## config.mk

```make
export PLATFORM = sky130hd
export DESIGN_NAME = turn_signal_pattern_sequencer_top
export DESIGN_NICKNAME = d
export VERILOG_FILES = /design/src/rtl/tss_pkg.sv /design/src/rtl/turn_signal_pattern_sequencer_top.sv /design/src/rtl/tss_step.sv
export SDC_FILE = /design/constraint.sdc
export NUM_CORES = 1
export LEC_CHECK = 0
export ABC_CLOCK_PERIOD_IN_PS = 4500
export BUFFER_PORTS_ARGS = -buffer_cell sky130_fd_sc_hd__buf_2
export CAP_MARGIN = 5
export CORE_AREA = 3 3 86 88
export CTS_CLUSTER_SIZE = 10
export DETAILED_ROUTE_END_ITERATION = 8
export DIE_AREA = 0 0 89 91
export PLACE_DENSITY = 0.62
export SYNTH_ARGS = -nofsm -noshare
export SYNTH_HDL_FRONTEND = slang
export SYNTH_SLANG_ARGS = --single-unit
```

## constraint.sdc

```tcl
create_clock -name clk -period 4.5 [get_ports clk]
set_input_delay 0.225 -clock clk [delete_from_list [all_inputs] [get_ports clk]]
set_output_delay 0.225 -clock clk [all_outputs]
set_load 0.02 [all_outputs]
```

## src/rtl/tss_pkg.sv

```systemverilog
// ----------------------------------------------------------------------------
// tss_pkg
// Shared types, constants and pattern helpers for the turn signal sequencer.
// ----------------------------------------------------------------------------
`default_nettype none

package tss_pkg;

  localparam int LAMPS_PER_SIDE = 4;
  localparam int LAMP_FIELD_W   = 4;
  localparam int MODE_W         = 3;
  localparam int MS_W           = 10;
  // phase index and phase count must both fit
  localparam int PHASE_W        = $clog2(LAMPS_PER_SIDE + 2);
  localparam int LAMP_EXT_W     = (LAMPS_PER_SIDE > LAMP_FIELD_W) ? LAMPS_PER_SIDE
                                                                  : LAMP_FIELD_W;

  localparam logic [MODE_W-1:0] MODE_ALL_BLINK = 3'd0;
  localparam logic [MODE_W-1:0] MODE_FILL      = 3'd1;
  localparam logic [MODE_W-1:0] MODE_RUN       = 3'd7;

  localparam logic [MS_W-1:0] MS_BLINK     = 10'd500;
  localparam logic [MS_W-1:0] MS_FILL_STEP = 10'd150;
  localparam logic [MS_W-1:0] MS_RUN_STEP  = 10'd100;
  localparam logic [MS_W-1:0] MS_GAP       = 10'd400;

  typedef logic [LAMPS_PER_SIDE-1:0] lamps_t;

  typedef enum logic [1:0] {
    SIDE_NONE  = 2'd0,
    SIDE_LEFT  = 2'd1,
    SIDE_RIGHT = 2'd2
  } side_t;

  typedef struct packed {
    logic left_request;
    logic right_request;
  } in_beat_t;

  typedef struct packed {
    logic [LAMP_FIELD_W-1:0] left_lamps;
    logic [LAMP_FIELD_W-1:0] right_lamps;
    logic [1:0]              active_side;
  } out_beat_t;

  typedef struct packed {
    side_t              side;
    logic [PHASE_W-1:0] phase;
    logic [MS_W-1:0]    ms;
    lamps_t             lamps;
  } seq_state_t;

  function automatic logic [PHASE_W-1:0] phase_count(input logic [MODE_W-1:0] mode);
    logic [PHASE_W-1:0] cnt;
    cnt = '0;
    if (mode == MODE_ALL_BLINK) begin
      cnt = PHASE_W'(2);
    end else if (mode == MODE_FILL || mode == MODE_RUN) begin
      cnt = PHASE_W'(LAMPS_PER_SIDE + 1);
    end
    return cnt;
  endfunction

  function automatic lamps_t phase_lamps(input logic [MODE_W-1:0] mode,
                                         input logic [PHASE_W-1:0] k);
    lamps_t one;
    lamps_t lamps;
    one   = lamps_t'(1);
    lamps = '0;
    if (mode == MODE_ALL_BLINK) begin
      lamps = (k == '0) ? '1 : '0;
    end else if (k < PHASE_W'(LAMPS_PER_SIDE)) begin
      if (mode == MODE_FILL) begin
        lamps = ~('1 << (k + PHASE_W'(1)));
      end else begin
        lamps = one << k;
      end
    end
    return lamps;
  endfunction

  function automatic logic [MS_W-1:0] phase_ms(input logic [MODE_W-1:0] mode,
                                                input logic [PHASE_W-1:0] k);
    logic [MS_W-1:0] ms;
    if (mode == MODE_ALL_BLINK) begin
      ms = MS_BLINK;
    end else if (k < PHASE_W'(LAMPS_PER_SIDE)) begin
      ms = (mode == MODE_FILL) ? MS_FILL_STEP : MS_RUN_STEP;
    end else begin
      ms = MS_GAP;
    end
    return ms;
  endfunction

  function automatic logic [LAMP_FIELD_W-1:0] lamp_field(input lamps_t lamps);
    logic [LAMP_EXT_W-1:0] ext;
    ext = LAMP_EXT_W'(lamps);
    return ext[LAMP_FIELD_W-1:0];
  endfunction

endpackage

`default_nettype wire

```

## src/rtl/turn_signal_pattern_sequencer_top.sv

```systemverilog
// A beat waits in the input register until the result register can take it.
// Throughput: one beat per cycle while the output is not stalled; the input register feeds the
// result register through one pass of the step logic, and the sequencer state advances with it.
// Reset (rst_n low, synchronous): no side active, lamps dark, mode 0, both stages empty.
// ----------------------------------------------------------------------------
// turn_signal_pattern_sequencer_top
// Turn signal lamp sequencer with input and result register stages.
// ----------------------------------------------------------------------------
`default_nettype none

module turn_signal_pattern_sequencer_top
  import tss_pkg::*;
(
  input  wire logic              clk,
  input  wire logic              rst_n,
  input  wire logic              cfg_we,
  input  wire logic [MODE_W-1:0] cfg_wdata,
  input  wire logic              in_valid,
  output logic                   in_ready,
  input  wire in_beat_t          in_data,
  output logic                   out_valid,
  input  wire logic              out_ready,
  output out_beat_t              out_data
);

  logic [MODE_W-1:0] mode_r;
  logic              stage_valid_r;
  in_beat_t          stage_beat_r;
  logic              out_valid_r;
  out_beat_t         out_beat_r;
  seq_state_t        state_r;
  seq_state_t        state_nxt;
  out_beat_t         res_nxt;
  logic              advance;

  assign advance   = stage_valid_r && (!out_valid_r || out_ready);
  assign in_ready  = !stage_valid_r || advance;
  assign out_valid = out_valid_r;
  assign out_data  = out_beat_r;

  tss_step u_step (
    .mode (mode_r),
    .req  (stage_beat_r),
    .cur  (state_r),
    .nxt  (state_nxt),
    .res  (res_nxt)
  );

  always_ff @(posedge clk) begin
    if (!rst_n) begin
      mode_r        <= MODE_ALL_BLINK;
      stage_valid_r <= 1'b0;
      out_valid_r   <= 1'b0;
      state_r       <= '{side: SIDE_NONE, phase: '0, ms: '0, lamps: '0};
    end else begin
      if (cfg_we) begin
        mode_r <= cfg_wdata;
      end
      if (in_ready) begin
        stage_valid_r <= in_valid;
      end
      if (advance) begin
        out_valid_r <= 1'b1;
        state_r     <= state_nxt;
      end else if (out_ready) begin
        out_valid_r <= 1'b0;
      end
    end
  end

  // payload registers
  always_ff @(posedge clk) begin
    if (in_valid && in_ready) begin
      stage_beat_r <= in_data;
    end
    if (advance) begin
      out_beat_r <= res_nxt;
    end
  end

  // a running phase always belongs to a side
  a_ms_has_side: assert property (@(posedge clk) disable iff (!rst_n)
    (state_r.ms != '0) |-> (state_r.side != SIDE_NONE))
    else $error("phase timer running with no side");

  // lamps only light on the reported side
  a_lamps_side: assert property (@(posedge clk) disable iff (!rst_n)
    out_valid_r |-> ((out_beat_r.left_lamps == '0 || out_beat_r.active_side == SIDE_LEFT) &&
                     (out_beat_r.right_lamps == '0 || out_beat_r.active_side == SIDE_RIGHT)))
    else $error("lamps lit on inactive side");

  // sequencer state only moves when a beat passes to the result register
  a_state_hold: assert property (@(posedge clk) disable iff (!rst_n)
    ($past(rst_n) && !$past(advance)) |-> $stable(state_r))
    else $error("state changed without a beat");

endmodule

`default_nettype wire

```

## src/rtl/tss_step.sv

```systemverilog
// ----------------------------------------------------------------------------
// tss_step
// Per-tick sequencer update: phase advance, side choice and lamp outputs.
// ----------------------------------------------------------------------------
`default_nettype none

module tss_step
  import tss_pkg::*;
(
  input  wire logic [MODE_W-1:0] mode,
  input  wire in_beat_t          req,
  input  wire seq_state_t        cur,
  output seq_state_t             nxt,
  output out_beat_t              res
);

  logic [PHASE_W-1:0] cnt;
  logic [PHASE_W-1:0] next_phase;
  side_t              pick;
  seq_state_t         upd;

  assign cnt        = phase_count(mode);
  assign next_phase = cur.phase + PHASE_W'(1);

  always_comb begin
    priority if (req.left_request) begin
      pick = SIDE_LEFT;
    end else if (req.right_request) begin
      pick = SIDE_RIGHT;
    end else begin
      pick = SIDE_NONE;
    end
  end

  always_comb begin
    upd = cur;
    if (cur.ms == '0) begin
      if (cur.side != SIDE_NONE && next_phase < cnt) begin
        upd.phase = next_phase;
        upd.lamps = phase_lamps(mode, next_phase);
        upd.ms    = phase_ms(mode, next_phase);
      end else begin
        upd.side  = pick;
        upd.phase = '0;
        upd.lamps = '0;
        // empty modes keep ms at zero so the choice repeats every tick
        if (pick != SIDE_NONE && cnt != '0) begin
          upd.lamps = phase_lamps(mode, '0);
          upd.ms    = phase_ms(mode, '0);
        end
      end
    end
  end

  always_comb begin
    res.left_lamps  = (upd.side == SIDE_LEFT)  ? lamp_field(upd.lamps) : '0;
    res.right_lamps = (upd.side == SIDE_RIGHT) ? lamp_field(upd.lamps) : '0;
    res.active_side = upd.side;
  end

  always_comb begin
    nxt = upd;
    if (upd.ms != '0) begin
      nxt.ms = upd.ms - MS_W'(1);
    end
  end

endmodule

`default_nettype wire
```

## After elaboration in Yosys (flattened, before gate mapping)

Cells that the tools add are included.

| word-level totals | value |
|---|---|
| output and inout bits | 12 |
| register bits | 36 |
| bits in read-only memories | 0 |
| RAM bits | 0 |
| word-level logic and storage cells | 62 |
| bits of input ports | 10 |
| bits in latches | 0 |
| memories kept | 0 |

| cells by class | value |
|---|---|
| multipliers | 0 |
| order comparisons | 2 |
| div/mod/pow operators | 0 |
| multiplexer cells | 20 |
| eq/ne operators | 4 |
| $add $sub $neg | 3 |
| bitwise logic cells | 1 |
| shifts and indexed selects | 2 |
| reductions and logical operators | 18 |

Operator list:

| cell | number |
|---|---|
| two-way mux 10 bit | 4 |
| two-way mux 4 bit | 5 |
| two-way mux 19 bit | 1 |
| two-way mux 17 bit | 1 |
| two-way mux 14 bit | 1 |
| logical NOT 10 bit | 1 |
| nonzero test 10 bit | 1 |
| subtractor 10 x 1 -> 10 bit, second input constant | 1 |
| two-way mux 8 bit | 1 |
| adder 3 x 1 -> 3 bit, second input constant | 2 |
| logical NOT 3 bit | 2 |
| two-way mux 2 bit | 3 |
| two-way mux 3 bit | 2 |
| nonzero test 2 bit | 3 |
| logical AND 1 bit | 4 |
| NOT 4 bit | 1 |
| << shifter 1 x 3 -> 4 bit, first input constant | 1 |
| << shifter 4 x 3 -> 4 bit, first input constant | 1 |
| == test 3 x 1 -> 1 bit, second input constant | 1 |
| == test 3 bit, second input constant | 1 |
| logical OR 1 bit | 3 |
| < comparator 3 bit | 1 |
| < comparator 3 bit, second input constant | 1 |
| nonzero test 3 bit | 1 |
| other kinds (5) | 7 |

## Longest topological paths before layout

| depth | value |
|---|---|
| depth in word-level cells | 11 |
| depth in mapped cells | 14 |
| depth with buffers taken out | 13 |

## By module

Synthesis repeated with hierarchy kept, for this count alone.

| second synthesis, totals | value |
|---|---|
| cell total of the unflattened synthesis | 261 |
| area total of the unflattened synthesis | 2386.0 um2 |

Modules (own cells, without submodules):

| module | instances | area each (um2) | seq. area each (um2) | cells an instance |
|---|---|---|---|---|
| turn_signal_pattern_sequencer_top | 1 | 1326.3 | 840.8 | 113 |
| tss_step | 1 | 1059.8 | 0.0 | 148 |

## Worst setup path after synthesis

OpenSTA, ideal clock, no wires.

| timing | value |
|---|---|
| path kind | reg-to-reg |
| start point | register state_r[14] (netlist name) |
| end point | register state_r[5] (netlist name) |
| buffers on the path | 0 |
| cell stages (with the launch flop) | 14 |
| library setup time | 0.069 ns |
| required time | 4.431 ns |
| clock period less this slack | 3.410 ns |
| slack | 1.090 ns |
| arrival time | 3.342 ns |
| path through | dfxtp_1 -> inv_1 -> ha_1 -> ha_1 -> o21ai_0 -> a41oi_4 -> o21ai_0 -> a21oi_1 -> nor2_1 -> ha_1 -> o211ai_4 -> nor4_4 -> mux2_1 -> o21ai_1 |

| on the way | value |
|---|---|
| word-level cells in the longest chain between the ends | 8 |
| elaborated cells between the ends (all ways) | 11 |
| those cells by class | 2 x add/sub; 2 x order compare; 5 x mux; 2 x reduce/logical |

Ends and longest elaborated chain:

| element | RTL line | source |
|---|---|---|
| from (decl) | turn_signal_pattern_sequencer_top.sv:31 | `seq_state_t state_r;` |
| from (signal assigned) | turn_signal_pattern_sequencer_top.sv:54 | `state_r <= '{side: SIDE_NONE, phase: '0, ms: '0, lamps: '0};` |
| from (signal assigned) | turn_signal_pattern_sequencer_top.sv:64 | `state_r <= state_nxt;` |
| adder 3 x 1 -> 3 bit (*) | tss_step.sv:23 | `assign next_phase = cur.phase + PHASE_W'(1);` |
| < comparator 3 bit | tss_pkg.sv:87 | `end else if (k < PHASE_W'(LAMPS_PER_SIDE)) begin` |
| two-way mux 10 bit | tss_pkg.sv:87 |  |
| two-way mux 10 bit | tss_pkg.sv:85 | `if (mode == MODE_ALL_BLINK) begin` |
| two-way mux 17 bit (*) | tss_step.sv:38 | `if (cur.side != SIDE_NONE && next_phase < cnt) begin` |
| two-way mux 19 bit (*) | tss_step.sv:37 | `if (cur.ms == '0) begin` |
| subtractor 10 x 1 -> 10 bit or nonzero test 10 bit (tied branches) | tss_step.sv:64, tss_step.sv:63 |  |
| two-way mux 10 bit (*) | tss_step.sv:63 | `if (upd.ms != '0) begin` |

Every way passes the cells marked *; elsewhere a longest branch is shown, timed or not.
A chain may end at the register's enable or synchronous reset.

## Worst setup path after layout

Same ends and word-level chain as after synthesis.

==> impl_metrics.toml <==
[global_route]
grt_pass1_vias = 1833
grt_max_degree = 24
antenna_found_initial = 0
grt_pass1_wl_um = 8800
grt_overflow = 0
grtUsageTotal = 0.138

[logic_synthesis]
avgSynthCellArea_um2 = 9.20
synth_edf_count = 12
synthDistinctLibCells = 68
syn_nets = 274
synthArstFlopShare = 0
ys_seq_elements = 36
ys_seq_area_frac = 0.361
synth_top_cell_by_area = "dfxtp_1"
synth_area_um2 = 2330
yosysTopAreaCellShare = 0.206
synthCells = 253
synth.area.top_cells = "dfxtp_1, edfxtp_1, ha_1"
yosysWarnings = 0
synth_ff_type = "dfxtp_1"

[worst_setup_path]
critPathLaunchType = "flop"
reg2regPathDepth = 13
worstPathRequired_ps = 4730
arrival_ps = 4080
endpoint_kind = "flop"
criticalPathCategory = "reg2reg"
cp_max_fo = 10

[timing]
hold_viol = 0
fin_skew_ps = 4.42
post-route-period-util = 0.856
min_period_ps = 3850
setup_violations = 0
drv_slew = 0
tightest_slew_ps = 795
max_freq_mhz = 260
relSlewSlack = 0.469
rsz0062_at_grt = "no"
fin_setup_tns_ps = 0

[hold_path]
worstHoldPathType = "in2reg"
min_delay_path_depth = 1

[floorplanning]
dieWidth_um = 89
initial_core_util = 0.346
num_rows = 30
die_height_um = 91
pin_count = 22
core-area_um2 = 6720
fp.dieArea_um2 = 8100

[finish]
syn_to_final_growth_pct = 11.2
drive_above_1_share = 0.199
diodes = 0
nNetsFinal = 291
final_cell_area_um2 = 2590

[detailed_routing]
vias = 1949
first_pass_iters = 5
dr.first_iter.drc_count = 212
ant_nets = 0
viasPerCell = 5.55
totalWireLength_um = 5130
drc_errors = 0
avgRoutedWirePerCell_um = 14.6

[clocking]
htree_num_levels = 2
holdBufCountCts = 0
clk_path_buf_depth = 2
cts_buffers = 5
clock_latency_ps = 290
clkSlewWorstSetupHoldPaths_ps = 80
clock_sinks = 36
cts_tree = "done"
ctsResizeCount = 0
root_buffer = "clkbuf_8"
cts_setup_buffers = 0

[place]
port_buffers = 21
place_area_um2 = 2480
dp_hpwl_um = 3750
routabilityCongestion = 0.889

[job]
maxCapViolations = 0

[pwr]
pwr_density_cell_nw_per_um2 = 573
leakagePower_nw = 0.993
ir_drop_mv = 0.245

[status]
status = "finished clean"
state kept, by name, indices dropped and copies added (netlist names):
| signal | count |
|---|---|
| stage_valid_r | 1 |
| out_valid | 1 |
| mode_r | 3 |
| state_r | 19 |
| out_data | 10 |
| stage_beat_r | 2 |
stage by stage:
| stage | hold WS (ps) | util | setup slack (ps) | cells | total power [mW] |
|---|---|---|---|---|---|
| after floorplan | 324 | - | 1090 | 253 | 1.06 |
| after global placement | 403 | 0.369 | 824 | 343 | 1.18 |
| after detailed placement | 404 | 0.369 | 667 | 343 | 1.19 |
| after CTS | 95.1 | 0.385 | 638 | 351 | 1.48 |
| after global routing | 98.8 | 0.385 | 245 | 351 | 1.59 |
| final | 102 | 0.385 | 650 | 351 | 1.48 |
synth_stat cells (all sizes together) (2+ instances only):
master,count
nand3,6
nand2,20
or2,4
inv,12
ha,11
a211oi,7
mux2,3
buf,6
o21a,3
dfxtp,24
o221ai,2
a2bb2oi,2
nor2b,2
o32a,3
nand4,3
edfxtp,12
a21oi,16
nor3,9
or4,5
nor4,3
o41ai,3
nor3b,2
o22ai,2
nor2,36
and3,8
or3,2
clkbuf,5
nand2b,3
mux2i,6
o21ai,15
per-layer routing:
| layer | vias to the layer above | global-route usage | part of all wire |
|---|---|---|---|
| li1 | 978 | - | - |
| met1 | 901 | 0.191 | 0.46 |
| met2 | 62 | 0.207 | 0.45 |
| met4 | 0 | 0.0558 | 0.018 |
| met5 | - | 0 | 0 |
| met3 | 8 | 0.0290 | 0.066 |
power by group:
group	leakage (nW)	internal (mW)	switching, mW
combinational	0.626	0.302	0.457
clock	0.0541	0.164	0.128
sequential	0.313	0.385	0.0463
total	0.993	0.851	0.631
kinds of logic after synthesis:
group | synth area share
adders and majority gates | 0.0591
and+or+nand+nor | 0.237
buffers and inverters | 0.0430
AOI/OAI and AO/OA | 0.248
muxes | 0.0403
xor gates and xnor gates | 0.0108
DFF | 0.361
worst paths after layout:
path                                               start                   endpoint  slack [ps]
worst min-delay path                          in_data[0]  stage_beat_r[0]$_DFFE_PP_         100
worst max-delay path            state_r[14]$_SDFFE_PN0P_    state_r[5]$_SDFFE_PN0P_         650
worst max register to register  state_r[14]$_SDFFE_PN0P_    state_r[5]$_SDFFE_PN0P_         650
worst min register to register   state_r[2]$_SDFFE_PN0P_    state_r[2]$_SDFFE_PN0P_         500
final cells by class:
cell class,instances,area [um2]
Clock inverter,3,42.5
Clock buffer,5,68.8
Timing Repair Buffer,21,105
Fill cell,662,4130
Multi-Input combinational cell,194,1390
Inverter,12,45.0
Tap cell,80,100
Sequential cell,36,841
critical path, stage by stage (launching register included):
cell	delay (ps)
dfxtp_1	530
inv_1	140
ha_1	340
ha_1	270
o21ai_0	340
a41oi_4	120
o21ai_0	340
a21oi_1	130
nor2_1	140
ha_1	300
o211ai_4	140
nor4_4	510
mux2_1	370
o21ai_1	110
cells in the final DEF, fill, tap and decap left out, types with 6 or more instances in the layout:
| cell type | netlist | final |
|---|---|---|
| nand2_1 | 20 | 20 |
| dfxtp_1 | 24 | 24 |
| and3_1 | 8 | 8 |
| a211oi_1 | 7 | 7 |
| o21ai_0 | 12 | 12 |
| inv_1 | 11 | 11 |
| buf_2 | 2 | 21 |
| mux2i_1 | 6 | 6 |
| edfxtp_1 | 12 | 12 |
| nor2_1 | 35 | 35 |
| ha_1 | 11 | 11 |
| nor3_1 | 7 | 7 |
| a21oi_1 | 15 | 15 |
Note: power is estimated with default switching activity, not from simulation.
